## src/rtl/npbf_pkg.sv

```systemverilog
// shared types, constants and tables for the note and pitch-bend to f-number block
package npbf_pkg;

  // field widths, then note handling
  localparam int unsigned NOTE_W      = 7;
  localparam int unsigned PERIOD_W    = 16;
  localparam int unsigned FNUM_W      = 10;
  localparam int unsigned BLOCK_W     = 4;
  localparam int unsigned SEMI_W      = 4;
  localparam int unsigned OCT_W       = 3;
  localparam int unsigned MAG_W       = 14;
  localparam int unsigned Q_W         = 9;
  localparam int unsigned IDX_W       = 6;
  localparam int unsigned RUNG_W      = 12;
  localparam int unsigned SLOPE_W     = 8;
  localparam int unsigned FRAC_W      = 8;
  localparam int unsigned V_W         = 13;

  localparam logic [NOTE_W-1:0] NOTE_OFS    = 7'd12;
  localparam logic [NOTE_W-1:0] NOTE_SPAN   = 7'd12;
  // n / 12 as (n * 43) >> 9, exact for n up to 115
  localparam logic [5:0]        DIV12_MUL   = 6'd43;
  localparam int unsigned       DIV12_SHIFT = 9;
  localparam logic [3:0]        OCT_MAX     = 4'd7;

  // bend period clamp and centre
  localparam logic [PERIOD_W-1:0] PER_MAX = 16'h3fff;
  localparam logic [MAG_W-1:0]    CENTRE  = 14'h2000;

  // x / 85 as (x * 24673) >> 21, exact for x up to 2^15
  localparam logic [14:0] DIV85_MUL   = 15'd24673;
  localparam int unsigned DIV85_SHIFT = 21;

  localparam logic [IDX_W-1:0] LADDER_ZERO = 6'd24;

  // renormalisation limits
  localparam logic signed [V_W-1:0] FN_BASE  = 13'sh0157;
  localparam logic signed [V_W-1:0] UP_LIM3  = 13'sh0ab8;
  localparam logic signed [V_W-1:0] UP_LIM2  = 13'sh055c;
  localparam logic signed [V_W-1:0] UP_LIM1  = 13'sh02ae;
  localparam logic signed [V_W-1:0] DN_LIM1  = 13'sh00ab;
  localparam logic signed [V_W-1:0] DN_LIM2  = 13'sh0055;
  localparam logic signed [V_W-1:0] DN_OFS3  = 13'sh002a;

  // every result lands in this window
  localparam logic [FNUM_W-1:0]  FNUM_LO   = 10'h157;
  localparam logic [FNUM_W-1:0]  FNUM_HI   = 10'h2af;
  localparam logic [BLOCK_W-1:0] BLOCK_TOP = 4'd10;

  typedef struct packed {
    logic [NOTE_W-1:0]   note;
    logic [PERIOD_W-1:0] period;
  } in_t;

  typedef struct packed {
    logic [FNUM_W-1:0]  fnum;
    logic [BLOCK_W-1:0] block;
  } out_t;

  // after note decode and period clamp
  typedef struct packed {
    logic              vld;
    logic [SEMI_W-1:0] semi;
    logic [OCT_W-1:0]  blk;
    logic              up;
    logic              zero;
    logic [MAG_W-1:0]  mag;
  } s1_t;

  // after the scale by 4/85
  typedef struct packed {
    logic              vld;
    logic [SEMI_W-1:0] semi;
    logic [OCT_W-1:0]  blk;
    logic              up;
    logic              zero;
    logic [Q_W-1:0]    q;
  } s2_t;

  // ladder rung and interpolation step
  typedef struct packed {
    logic              vld;
    logic [OCT_W-1:0]  blk;
    logic              up;
    logic              zero;
    logic [RUNG_W-1:0] rung;
    logic [FRAC_W-1:0] frac;
  } s3_t;

  // bent f-number before renormalisation
  typedef struct packed {
    logic                  vld;
    logic [OCT_W-1:0]      blk;
    logic                  up;
    logic                  zero;
    logic signed [V_W-1:0] v;
  } s4_t;

  // f-number ladder, rungs 24 to 35 are the semitone base values
  function automatic logic [RUNG_W-1:0] ladder_fnum(input logic [IDX_W-1:0] idx);
    logic [RUNG_W-1:0] f;
    case (idx)
      6'd0:  f = 12'h055;  6'd1:  f = 12'h05b;  6'd2:  f = 12'h060;  6'd3:  f = 12'h066;
      6'd4:  f = 12'h06c;  6'd5:  f = 12'h072;  6'd6:  f = 12'h079;  6'd7:  f = 12'h080;
      6'd8:  f = 12'h088;  6'd9:  f = 12'h090;  6'd10: f = 12'h099;  6'd11: f = 12'h0a2;
      6'd12: f = 12'h0ab;  6'd13: f = 12'h0b6;  6'd14: f = 12'h0c0;  6'd15: f = 12'h0cc;
      6'd16: f = 12'h0d8;  6'd17: f = 12'h0e5;  6'd18: f = 12'h0f3;  6'd19: f = 12'h101;
      6'd20: f = 12'h111;  6'd21: f = 12'h121;  6'd22: f = 12'h133;  6'd23: f = 12'h145;
      6'd24: f = 12'h157;  6'd25: f = 12'h16c;  6'd26: f = 12'h181;  6'd27: f = 12'h198;
      6'd28: f = 12'h1b1;  6'd29: f = 12'h1cb;  6'd30: f = 12'h1e6;  6'd31: f = 12'h203;
      6'd32: f = 12'h222;  6'd33: f = 12'h243;  6'd34: f = 12'h266;  6'd35: f = 12'h28a;
      6'd36: f = 12'h2ae;  6'd37: f = 12'h2d8;  6'd38: f = 12'h302;  6'd39: f = 12'h330;
      6'd40: f = 12'h362;  6'd41: f = 12'h396;  6'd42: f = 12'h3cc;  6'd43: f = 12'h406;
      6'd44: f = 12'h444;  6'd45: f = 12'h486;  6'd46: f = 12'h4cc;  6'd47: f = 12'h514;
      6'd48: f = 12'h55c;  6'd49: f = 12'h5b0;  6'd50: f = 12'h604;  6'd51: f = 12'h660;
      6'd52: f = 12'h6c4;  6'd53: f = 12'h72c;  6'd54: f = 12'h798;  6'd55: f = 12'h80c;
      6'd56: f = 12'h888;  6'd57: f = 12'h90c;  6'd58: f = 12'h998;  6'd59: f = 12'ha28;
      default: f = 12'ha28;
    endcase
    return f;
  endfunction

  // step to the next rung up from a semitone base
  function automatic logic [SLOPE_W-1:0] slope_up(input logic [SEMI_W-1:0] semi);
    logic [IDX_W-1:0] k;
    k = IDX_W'(semi) + LADDER_ZERO;
    return SLOPE_W'(ladder_fnum(k + 6'd1) - ladder_fnum(k));
  endfunction

  // step to the next rung down from a semitone base
  function automatic logic [SLOPE_W-1:0] slope_dn(input logic [SEMI_W-1:0] semi);
    logic [IDX_W-1:0] k;
    k = IDX_W'(semi) + LADDER_ZERO;
    return SLOPE_W'(ladder_fnum(k) - ladder_fnum(k - 6'd1));
  endfunction

endpackage

```

## src/rtl/npbf_decode.sv

```systemverilog
// stage one: note to semitone and octave, bend period clamp and distance from centre
module npbf_decode (
  input  logic             clk,
  input  logic             rst_n,
  input  logic             adv,
  input  logic             in_vld,
  input  npbf_pkg::in_t    in_data,
  output npbf_pkg::s1_t    s1
);

  npbf_pkg::s1_t               s1_r;
  npbf_pkg::s1_t               s1_nxt;
  logic [npbf_pkg::NOTE_W-1:0] n;
  logic [12:0]                 oct_prod;
  logic [3:0]                  oct;
  logic [npbf_pkg::NOTE_W-1:0] rem;
  logic [npbf_pkg::MAG_W-1:0]  ax;

  always_comb begin
    n        = (in_data.note >= npbf_pkg::NOTE_OFS) ? in_data.note - npbf_pkg::NOTE_OFS : '0;
    oct_prod = 13'(n) * 13'(npbf_pkg::DIV12_MUL);
    oct      = oct_prod[npbf_pkg::DIV12_SHIFT +: 4];
    rem      = n - 7'(oct) * npbf_pkg::NOTE_SPAN;

    // negative reads as full down-bend, above range as full up-bend
    if (in_data.period[npbf_pkg::PERIOD_W-1]) begin
      ax = '0;
    end else if (in_data.period >= npbf_pkg::PER_MAX) begin
      ax = npbf_pkg::MAG_W'(npbf_pkg::PER_MAX);
    end else begin
      ax = in_data.period[npbf_pkg::MAG_W-1:0];
    end

    s1_nxt.vld  = in_vld;
    s1_nxt.semi = rem[npbf_pkg::SEMI_W-1:0];
    s1_nxt.blk  = (oct > npbf_pkg::OCT_MAX) ? npbf_pkg::OCT_MAX[npbf_pkg::OCT_W-1:0]
                                            : oct[npbf_pkg::OCT_W-1:0];
    s1_nxt.up   = ax > npbf_pkg::CENTRE;
    s1_nxt.zero = ax == npbf_pkg::CENTRE;
    s1_nxt.mag  = (ax > npbf_pkg::CENTRE) ? ax - npbf_pkg::CENTRE : npbf_pkg::CENTRE - ax;
  end

  always_ff @(posedge clk) begin
    if (!rst_n) begin
      s1_r <= '0;
    end else if (adv) begin
      s1_r <= s1_nxt;
    end
  end

  assign s1 = s1_r;

endmodule

```

## src/rtl/npbf_scale.sv

```systemverilog
// stage two: bend distance times 4/85 by reciprocal multiply
module npbf_scale (
  input  logic          clk,
  input  logic          rst_n,
  input  logic          adv,
  input  npbf_pkg::s1_t s1,
  output npbf_pkg::s2_t s2
);

  npbf_pkg::s2_t s2_r;
  npbf_pkg::s2_t s2_nxt;
  logic [15:0]   x;
  logic [30:0]   prod;

  always_comb begin
    x    = {s1.mag, 2'b00};
    prod = 31'(x) * 31'(npbf_pkg::DIV85_MUL);

    s2_nxt.vld  = s1.vld;
    s2_nxt.semi = s1.semi;
    s2_nxt.blk  = s1.blk;
    s2_nxt.up   = s1.up;
    s2_nxt.zero = s1.zero;
    s2_nxt.q    = prod[npbf_pkg::DIV85_SHIFT +: npbf_pkg::Q_W];
  end

  always_ff @(posedge clk) begin
    if (!rst_n) begin
      s2_r <= '0;
    end else if (adv) begin
      s2_r <= s2_nxt;
    end
  end

  assign s2 = s2_r;

endmodule

```

## src/rtl/npbf_interp.sv

```systemverilog
// stage three: coarse ladder rung and fine interpolation step
module npbf_interp (
  input  logic          clk,
  input  logic          rst_n,
  input  logic          adv,
  input  npbf_pkg::s2_t s2,
  output npbf_pkg::s3_t s3
);

  npbf_pkg::s3_t                s3_r;
  npbf_pkg::s3_t                s3_nxt;
  logic [4:0]                   coff;
  logic [3:0]                   fq;
  logic [npbf_pkg::IDX_W-1:0]   base_idx;
  logic [npbf_pkg::IDX_W-1:0]   idx;
  logic [npbf_pkg::SLOPE_W-1:0] slope;
  logic [11:0]                  fprod;

  always_comb begin
    coff     = s2.q[8:4];
    fq       = s2.q[3:0];
    // semitone base sits on rung semi + LADDER_ZERO (24)
    base_idx = npbf_pkg::IDX_W'(s2.semi) + npbf_pkg::LADDER_ZERO;
    idx      = s2.up ? base_idx + npbf_pkg::IDX_W'(coff) : base_idx - npbf_pkg::IDX_W'(coff);
    slope    = s2.up ? npbf_pkg::slope_up(s2.semi) : npbf_pkg::slope_dn(s2.semi);
    fprod    = 12'(slope) * 12'(fq);

    s3_nxt.vld  = s2.vld;
    s3_nxt.blk  = s2.blk;
    s3_nxt.up   = s2.up;
    s3_nxt.zero = s2.zero;
    s3_nxt.rung = npbf_pkg::ladder_fnum(idx);
    s3_nxt.frac = fprod[11:4];
  end

  always_ff @(posedge clk) begin
    if (!rst_n) begin
      s3_r <= '0;
    end else if (adv) begin
      s3_r <= s3_nxt;
    end
  end

  assign s3 = s3_r;

endmodule

```

## src/rtl/npbf_norm.sv

```systemverilog
// stages four and five: apply the bend, then fold the f-number back into range
module npbf_norm (
  input  logic           clk,
  input  logic           rst_n,
  input  logic           adv,
  input  npbf_pkg::s3_t  s3,
  output logic           out_vld,
  output npbf_pkg::out_t out_data
);

  npbf_pkg::s4_t                   s4_r;
  npbf_pkg::s4_t                   s4_nxt;
  logic                            out_vld_r;
  npbf_pkg::out_t                  out_data_r;
  npbf_pkg::out_t                  out_data_nxt;
  logic signed [npbf_pkg::V_W-1:0] vn;
  logic signed [4:0]               adj;
  logic signed [4:0]               blk_sum;

  always_comb begin
    s4_nxt.vld  = s3.vld;
    s4_nxt.blk  = s3.blk;
    s4_nxt.up   = s3.up;
    s4_nxt.zero = s3.zero;
    s4_nxt.v    = s3.up ? $signed(13'(s3.rung) + 13'(s3.frac))
                        : $signed(13'(s3.rung) - 13'(s3.frac));
  end

  always_comb begin
    vn  = s4_r.v;
    adj = '0;
    if (!s4_r.zero) begin
      if (s4_r.up) begin
        if (s4_r.v >= npbf_pkg::UP_LIM3) begin
          vn  = ((s4_r.v - npbf_pkg::UP_LIM3) >>> 3) + npbf_pkg::FN_BASE;
          adj = 5'sd3;
        end else if (s4_r.v >= npbf_pkg::UP_LIM2) begin
          vn  = ((s4_r.v - npbf_pkg::UP_LIM2) >>> 2) + npbf_pkg::FN_BASE;
          adj = 5'sd2;
        end else if (s4_r.v >= npbf_pkg::UP_LIM1) begin
          vn  = ((s4_r.v - npbf_pkg::UP_LIM1) >>> 1) + npbf_pkg::FN_BASE;
          adj = 5'sd1;
        end
      end else if (s4_r.v <= npbf_pkg::FN_BASE) begin
        if (s4_r.v > npbf_pkg::DN_LIM1) begin
          vn  = ((s4_r.v - npbf_pkg::DN_LIM1) <<< 1) + npbf_pkg::FN_BASE;
          adj = -5'sd1;
        end else if (s4_r.v > npbf_pkg::DN_LIM2) begin
          vn  = ((s4_r.v - npbf_pkg::DN_LIM2) <<< 2) + npbf_pkg::FN_BASE;
          adj = -5'sd2;
        end else begin
          vn  = ((s4_r.v - npbf_pkg::DN_OFS3) <<< 3) + npbf_pkg::FN_BASE;
          adj = -5'sd3;
        end
      end
    end
    blk_sum            = $signed({2'b00, s4_r.blk}) + adj;
    out_data_nxt.fnum  = vn[npbf_pkg::FNUM_W-1:0];
    out_data_nxt.block = blk_sum[4] ? '0 : blk_sum[npbf_pkg::BLOCK_W-1:0];
  end

  always_ff @(posedge clk) begin
    if (!rst_n) begin
      s4_r      <= '0;
      out_vld_r <= 1'b0;
    end else if (adv) begin
      s4_r      <= s4_nxt;
      out_vld_r <= s4_r.vld;
    end
  end

  always_ff @(posedge clk) begin
    if (adv) begin
      out_data_r <= out_data_nxt;
    end
  end

  assign out_vld  = out_vld_r;
  assign out_data = out_data_r;

endmodule

```

## src/rtl/note_pitch_bend_to_fnum_block.sv

```systemverilog
// top level: note number and bend period to bent f-number and octave block
// throughput: one beat per cycle while result beats are taken; the five register stages move together
// a held result beat freezes every stage and drops in_ready until it is taken
// reset (rst_n low, synchronous) empties the pipeline; no state is kept between beats
// stages: decode/clamp, multiply by 4/85, ladder lookup, bend add, renormalise
module note_pitch_bend_to_fnum_block (
  input  logic           clk,
  input  logic           rst_n,
  input  logic           in_valid,
  output logic           in_ready,
  input  npbf_pkg::in_t  in_data,
  output logic           out_valid,
  input  logic           out_ready,
  output npbf_pkg::out_t out_data
);

  // pipeline advance: the result register is empty or its beat is being taken
  logic          adv;
  npbf_pkg::s1_t s1;
  npbf_pkg::s2_t s2;
  npbf_pkg::s3_t s3;

  assign adv      = !out_valid || out_ready;
  assign in_ready = adv;

  // semitone, octave, clamped period and direction of bend
  npbf_decode u_decode (
    .clk     (clk),
    .rst_n   (rst_n),
    .adv     (adv),
    .in_vld  (in_valid),
    .in_data (in_data),
    .s1      (s1)
  );

  // distance from centre scaled to coarse and fine ladder steps
  npbf_scale u_scale (
    .clk   (clk),
    .rst_n (rst_n),
    .adv   (adv),
    .s1    (s1),
    .s2    (s2)
  );

  // target rung value and the interpolation step from the base slope
  npbf_interp u_interp (
    .clk   (clk),
    .rst_n (rst_n),
    .adv   (adv),
    .s2    (s2),
    .s3    (s3)
  );

  // bend applied, then shifted back into the base octave window
  npbf_norm u_norm (
    .clk      (clk),
    .rst_n    (rst_n),
    .adv      (adv),
    .s3       (s3),
    .out_vld  (out_valid),
    .out_data (out_data)
  );

endmodule

```

## config.mk

```make
export PLATFORM = sky130hd
export DESIGN_NAME = note_pitch_bend_to_fnum_block
export DESIGN_NICKNAME = d
export VERILOG_FILES = /design/src/rtl/npbf_pkg.sv /design/src/rtl/npbf_decode.sv /design/src/rtl/npbf_scale.sv /design/src/rtl/npbf_interp.sv /design/src/rtl/npbf_norm.sv /design/src/rtl/note_pitch_bend_to_fnum_block.sv
export SDC_FILE = /design/constraint.sdc
export NUM_CORES = 1
export LEC_CHECK = 0
export BUFFER_PORTS_ARGS = -buffer_cell sky130_fd_sc_hd__buf_2
export CORE_MARGIN = 2
export CORE_UTILIZATION = 45
export CTS_CLUSTER_SIZE = 20
export DETAILED_ROUTE_END_ITERATION = 16
export PLACE_DENSITY = 0.65
export SLEW_MARGIN = 25
export SYNTH_ARGS = -nofsm -noshare
export SYNTH_HDL_FRONTEND = slang
export SYNTH_SLANG_ARGS = --single-unit
```

## constraint.sdc

```tcl
create_clock -name clk -period 8.6 [get_ports clk]
set_input_delay 1.29 -clock clk [delete_from_list [all_inputs] [get_ports clk]]
set_output_delay 1.29 -clock clk [all_outputs]
set_load 0.05 [all_outputs]
```

# After elaboration in Yosys (flattened, before gate mapping)
# Memory sizes are Yosys's and may differ from the RTL's. A register that Yosys moved wholly into a read port is not among the register bits.
# Index checks and enable logic that the tools add are counted.
# totals
memories	5
reg_bits	91
romBits	3840
input_bits	27
out_inout_bits	16
# op_classes
reduce_logical	3
order_cmp	10
add_sub_neg	26
n_mul	4
muxes	24
eq_ne	1
# memory_table
memory	depth	word_bits	rd	rd_clocked_by_memory_dff	wr	line	text
(no name shown)	64	12	1	0	0	npbf_pkg.sv:102	case (idx)
(no name shown)	64	12	1	0	0	npbf_pkg.sv:102	
(no name shown)	64	12	1	0	0	npbf_pkg.sv:102	
(no name shown)	64	12	1	0	0	npbf_pkg.sv:102	
(no name shown)	64	12	1	1	0	npbf_pkg.sv:102	
# ops
operator	count
10-bit 2-to-1 mux	8
10-bit adder (second input constant)	6
14-bit 2-to-1 mux	3
5-bit 2-to-1 mux	6
14-bit by 15-bit multiplier with 28-bit output (second input constant)	1
16-bit by 14-bit greater-or-equal comparator with 1-bit output (second input constant)	1
8-bit subtractor	2
14-bit == test (second input constant)	1
14-bit greater-than comparator (second input constant)	1
14-bit subtractor (first input constant)	1
14-bit subtractor (second input constant)	1
12-bit by 8-bit adder with 13-bit output	1
13-bit by 11-bit greater-or-equal comparator with 1-bit output (second input constant)	1
13-bit by 12-bit greater-or-equal comparator with 1-bit output (second input constant)	1
13-bit greater-or-equal comparator (second input constant)	1
13-bit by 8-bit greater-than comparator with 1-bit output (second input constant)	1
13-bit by 9-bit greater-than comparator with 1-bit output (second input constant)	1
13-bit by 10-bit less-or-equal comparator with 1-bit output (second input constant)	1
7-bit by 6-bit multiplier with 13-bit output (second input constant)	1
13-bit 2-to-1 mux	1
12-bit by 8-bit subtractor with 13-bit output	1
13-bit subtractor (second input constant)	1
8-bit by 4-bit multiplier with 12-bit output	1
12-bit subtractor (second input constant)	1
23 further kinds	24

# Logic depth before layout (Yosys ltp)
# depth
word_depth	7
mapped_depth	32
depth_no_buf	30

# Modules after synthesis
# From an unflattened synthesis, not the netlist that was laid out.
# unflattened
cells_unflattened	2093
hier_area_um2	16203.0
# by_module_without_submodules
module	n_inst	seq_area_each_um2	cells_each	area_each_um2
npbf_interp	1	520.5	791	5462.7
npbf_norm	1	820.8	699	5444.0
npbf_scale	1	380.4	312	2910.3
npbf_decode	1	480.5	290	2379.8
note_pitch_bend_to_fnum_block	1	0.0	1	6.3

# Worst setup path after synthesis
# No wires, ideal clock.
# synth_path
path_type	register -> register
from	register u_scale.s2_r, in the netlist u_scale.s2[15]
to	register u_interp.s3_r, in the netlist u_interp.s3[7]
stages_incl_launch_ff	32
slack_ns	2.224
arrival_ns	6.247
path_cell_list	dfxtp_1 clkbuf_1 inv_1 ha_1 inv_1 ha_1 buf_1 xor2_1 o21ai_0 nor2_1 o31a_1 inv_1 ha_1 nor2b_1 o21ai_0 a21boi_0 o21ai_0 a21oi_1 or3_1 buf_6 and4_4 nor4_2 fa_1 inv_1 ha_1 ha_1 nand3_1 o2111ai_1 a21o_1 a21oi_1 xor2_1 o21ai_0
# synth_between
elab_chain_len	6
# synth_lines
element	line	text
from (decl)	npbf_scale.sv:10	npbf_pkg::s2_t s2_r;
from (signal assigned)	npbf_scale.sv:31	s2_r <= s2_nxt;
4-bit by 5-bit adder with 6-bit output (*)	npbf_pkg.sv:126, npbf_pkg.sv:133	
6-bit by 1-bit subtractor with 6-bit output or 6-bit by 1-bit adder with 6-bit output (tied branches)	npbf_pkg.sv:134, npbf_pkg.sv:127	
memory 64 x 12 bit	n/a	
8-bit subtractor, on equally long branches	npbf_pkg.sv:134, npbf_pkg.sv:127	
8-bit 2-to-1 mux (*)	npbf_interp.sv:25	slope = s2.up ? npbf_pkg::slope_up(s2.semi) : npbf_pkg::slope_dn(s2.semi);
8-bit by 4-bit multiplier with 12-bit output (*)	npbf_interp.sv:26	fprod = 12'(slope) * 12'(fq);
to (signal assigned)	npbf_interp.sv:40	s3_r <= s3_nxt;
to (decl)	npbf_interp.sv:10	npbf_pkg::s3_t s3_r;
# Every way passes the cells marked *; elsewhere a longest branch is shown, timed or not.
# A chain may end at the register's enable or synchronous reset.

# Worst setup path in the final report
# Same ends and word-level chain as after synthesis.

==> impl_metrics.tcl <==
set metrics [dict create \
    outcome "completed" \
    syn_nets 2271 \
    synth-edff-count 14 \
    fin_skew_ps 15.1 \
    cp-start-kind "register" \
    slowest_delay_ps 720 \
    post-place-ws_ps 1700 \
    cts_tree "built" \
    slew_violations 0 \
    total_power_w 0.00548 \
    cp_max_fo 21 \
    dr.first_iter.drc_count 1131 \
    ios 43 \
    synth_cell_type_count 93 \
    ir_drop_uv 233 \
    dp_cells 2383 \
    core_region_area_um2 32500 \
    dieArea_um2 34500 \
    ys_warn_count 0 \
    start_util 0.456 \
    worst_r2r_path_depth 29 \
    rsz0062_at_grt "no" \
    n_antenna_cell 0 \
    cts_max_path_buffers 2 \
    die_y_um 186 \
    regArea_um2 2200 \
    drive_above_1_share 0.0726 \
    cp.arrival_ps 7160 \
    async_flop_share 0 \
    critical_path_required_ps 8820 \
    hold_viol_final 0 \
    ys.flop_type "dfxtp_1" \
    critPathBufInv 5 \
    layout.nets 2227 \
    viasPerCell 5.88 \
    yosys-top-cells-count "nand2_1, ha_1, a21oi_1, inv_1, nor2_1" \
    syn_area_um2 14800 \
    clkTransAtPathRegs_ps 70 \
    worst-slew-pin-transition_ps 900 \
    grt_overflow 0 \
    grt_util_all_layers 0.228 \
    drt_first_pass_iters 5 \
    synth-seq-cells 103 \
    antenna_found_initial 0 \
    worst_slack_ps 1650 \
    r2r-end "u_interp.s3[7]" \
    synthCells 1996 \
    whs_ps 452 \
    slowest_stage "ha_1" \
    endpoint_kind "register" \
    grt_pass1_wl_um 64800 \
    clock_sinks 103 \
    final_cells 2399 \
    synth_area_per_cell_um2 7.44 \
    ant_nets 0 \
    die_width_um 186 \
    seq_area_frac_synth 0.148 \
    crit_type "reg2reg" \
    r2r-start "u_scale.s2[15]" \
    yosys.area.top_type "ha_1" \
    max_slew_margin 0.384 \
    grt_max_degree 89 \
    postCtsSetupRepairBufs 0 \
    finalSetupTns_ps 0 \
    synth_area_leaders "ha_1, dfxtp_1, a21oi_1" \
    finalSetupViolCount 0 \
    drt-total-wl_um 38800 \
    wl_per_cell_um 16.2 \
    ctsResizeCount 0 \
    gp_congestion 0.931 \
    first_global_vias 13110 \
    hp-class "reg2reg" \
    cp_top_family "adder cells" \
    cpMostUsedCell "ha_1" \
    hpwl_um 29100 \
    p_leak_nw 6.87 \
    syn2layout_area_growth_pct 5.06 \
    dr_total_vias 14107 \
    reg2reg_slack_ps 1650 \
    post-route-min-period_ps 6950 \
    multi_input_area_um2 11500 \
    fmax_ghz 0.144 \
    htreeDepth 3 \
    maxCapViolCount 0 \
    clkLatencyLatePin_ps 360 \
    yosysTopAreaCellShare 0.175 \
    cts_made_buffers 9 \
    worst-path-stages 29 \
    min_period_over_period 0.808 \
    synth_most_common_cell "nand2_1" \
    cts_hold_buf 0 \
    rows 66 \
    crit_path_end "u_interp.s3[7]" \
    n_fill_cell 3274 \
    cts-root-buf "clkbuf_16" \
    cp-startpoint "u_scale.s2[15]" \
    portBuffers 42 \
    power_density_nw_per_um2 352 \
    drc_errors 0 \
]
layer usage:
| metal | share of wire | up-vias | routed length (µm) | track usage |
|---|---|---|---|---|
| li1 | - | 6962 | - | - |
| met2 | 0.46 | 419 | 18000 | 0.382 |
| met1 | 0.46 | 6678 | 17900 | 0.308 |
| met3 | 0.057 | 48 | 2200 | 0.0321 |
| met5 | 0 | - | 0 | 0 |
| met4 | 0.018 | 0 | 704 | 0.0545 |
final cells by class:
type / count / area share
clock buffer: 9 / 0.0144
clock inverter: 7 / 0.00570
inverter: 175 / 0.0422
multi-input combinational: 1596 / 0.735
sequential: 103 / 0.141
tap: 442 / 0.0355
timing repair buffer: 67 / 0.0255
placed cells by master (no fill, tap or decap), types with 10 or more instances in the layout:
cell type / instances
nor2b_1: 17
and2_1: 24
or4_1: 10
nor2_1: 156
nand2b_1: 25
o21bai_1: 10
nor4_1: 11
a211oi_1: 27
a21o_1: 14
xnor2_1: 85
edfxtp_1: 14
nand4_1: 12
inv_1: 165
o21a_1: 19
buf_4: 25
and3_1: 10
nand3_1: 45
nand2_1: 223
ha_1: 208
buf_2: 42
a211o_1: 10
o21ai_0: 130
xor2_1: 41
or3_1: 13
fa_1: 40
a31oi_1: 32
nor3_1: 40
o211ai_1: 21
a21oi_1: 183
mux2i_1: 15
dfxtp_1: 89
worst min-delay path by stage:
| stage | from | end | slack, ps | cells past startpoint |
|---|---|---|---|---|
| 2_1_floorplan | u_decode.s1[23] | u_decode.s1[23] | 430 | 2 |
| 3_3_place_gp | u_scale.s2[11] | u_scale.s2[11] | 440 | 2 |
| 3_5_place_dp | u_scale.s2[12] | u_scale.s2[12] | 440 | 2 |
| 4_1_cts | u_scale.s2[11] | u_scale.s2[11] | 450 | 2 |
| 5_1_grt | u_scale.s2[11] | u_scale.s2[11] | 470 | 2 |
| 6_report | u_scale.s2[12] | u_scale.s2[12] | 450 | 2 |
stage by stage:
| stage | cell area (µm²) | utilization |
|---|---|---|
| finish | 15600 | 0.479 |
| detailed placement | 15300 | 0.470 |
| global placement | 15300 | 0.470 |
| global route | 15600 | 0.479 |
| floorplan | 14800 | - |
| CTS | 15600 | 0.479 |
sequential cells by signal, summed over array words and instances, names as in the netlist:
register         cells
u_norm.s4_r         19
u_interp.s3         26
u_decode.s1         24
u_norm.out_data     14
u_scale.s2          19
u_norm.out_vld       1
where the power goes:
group / internal (W) / switching [W] / leakage [nW]
combinational: 0.00172 / 0.00254 / 5.82
sequential: 0.000638 / 0.000152 / 0.892
clock: 0.000233 / 0.000205 / 0.155
cell families (layout without fill, tap and decap cells):
logic type               after synthesis  count (layout)  synth area share
multiplexers                          29              29            0.0260
AO/OA/AOI/OAI                        571             571             0.245
AND/OR/NAND/NOR                      621             621             0.196
XOR/XNOR                             127             127            0.0754
buffers and inverters                297             258            0.0795
flip-flops                           103             103             0.148
adder cells (fa/ha/maj)              248             248             0.229
worst register-to-register path: cells and delay by family, from the launching register on:
family | cells | cell delay (ps)
fa+ha+maj | 6 | 2250
compound gates | 10 | 1980
simple gates | 6 | 1300
buf+inv | 5 | 700
flops | 1 | 300
xor+xnor | 2 | 280
Power figures use the tool's default switching activity.
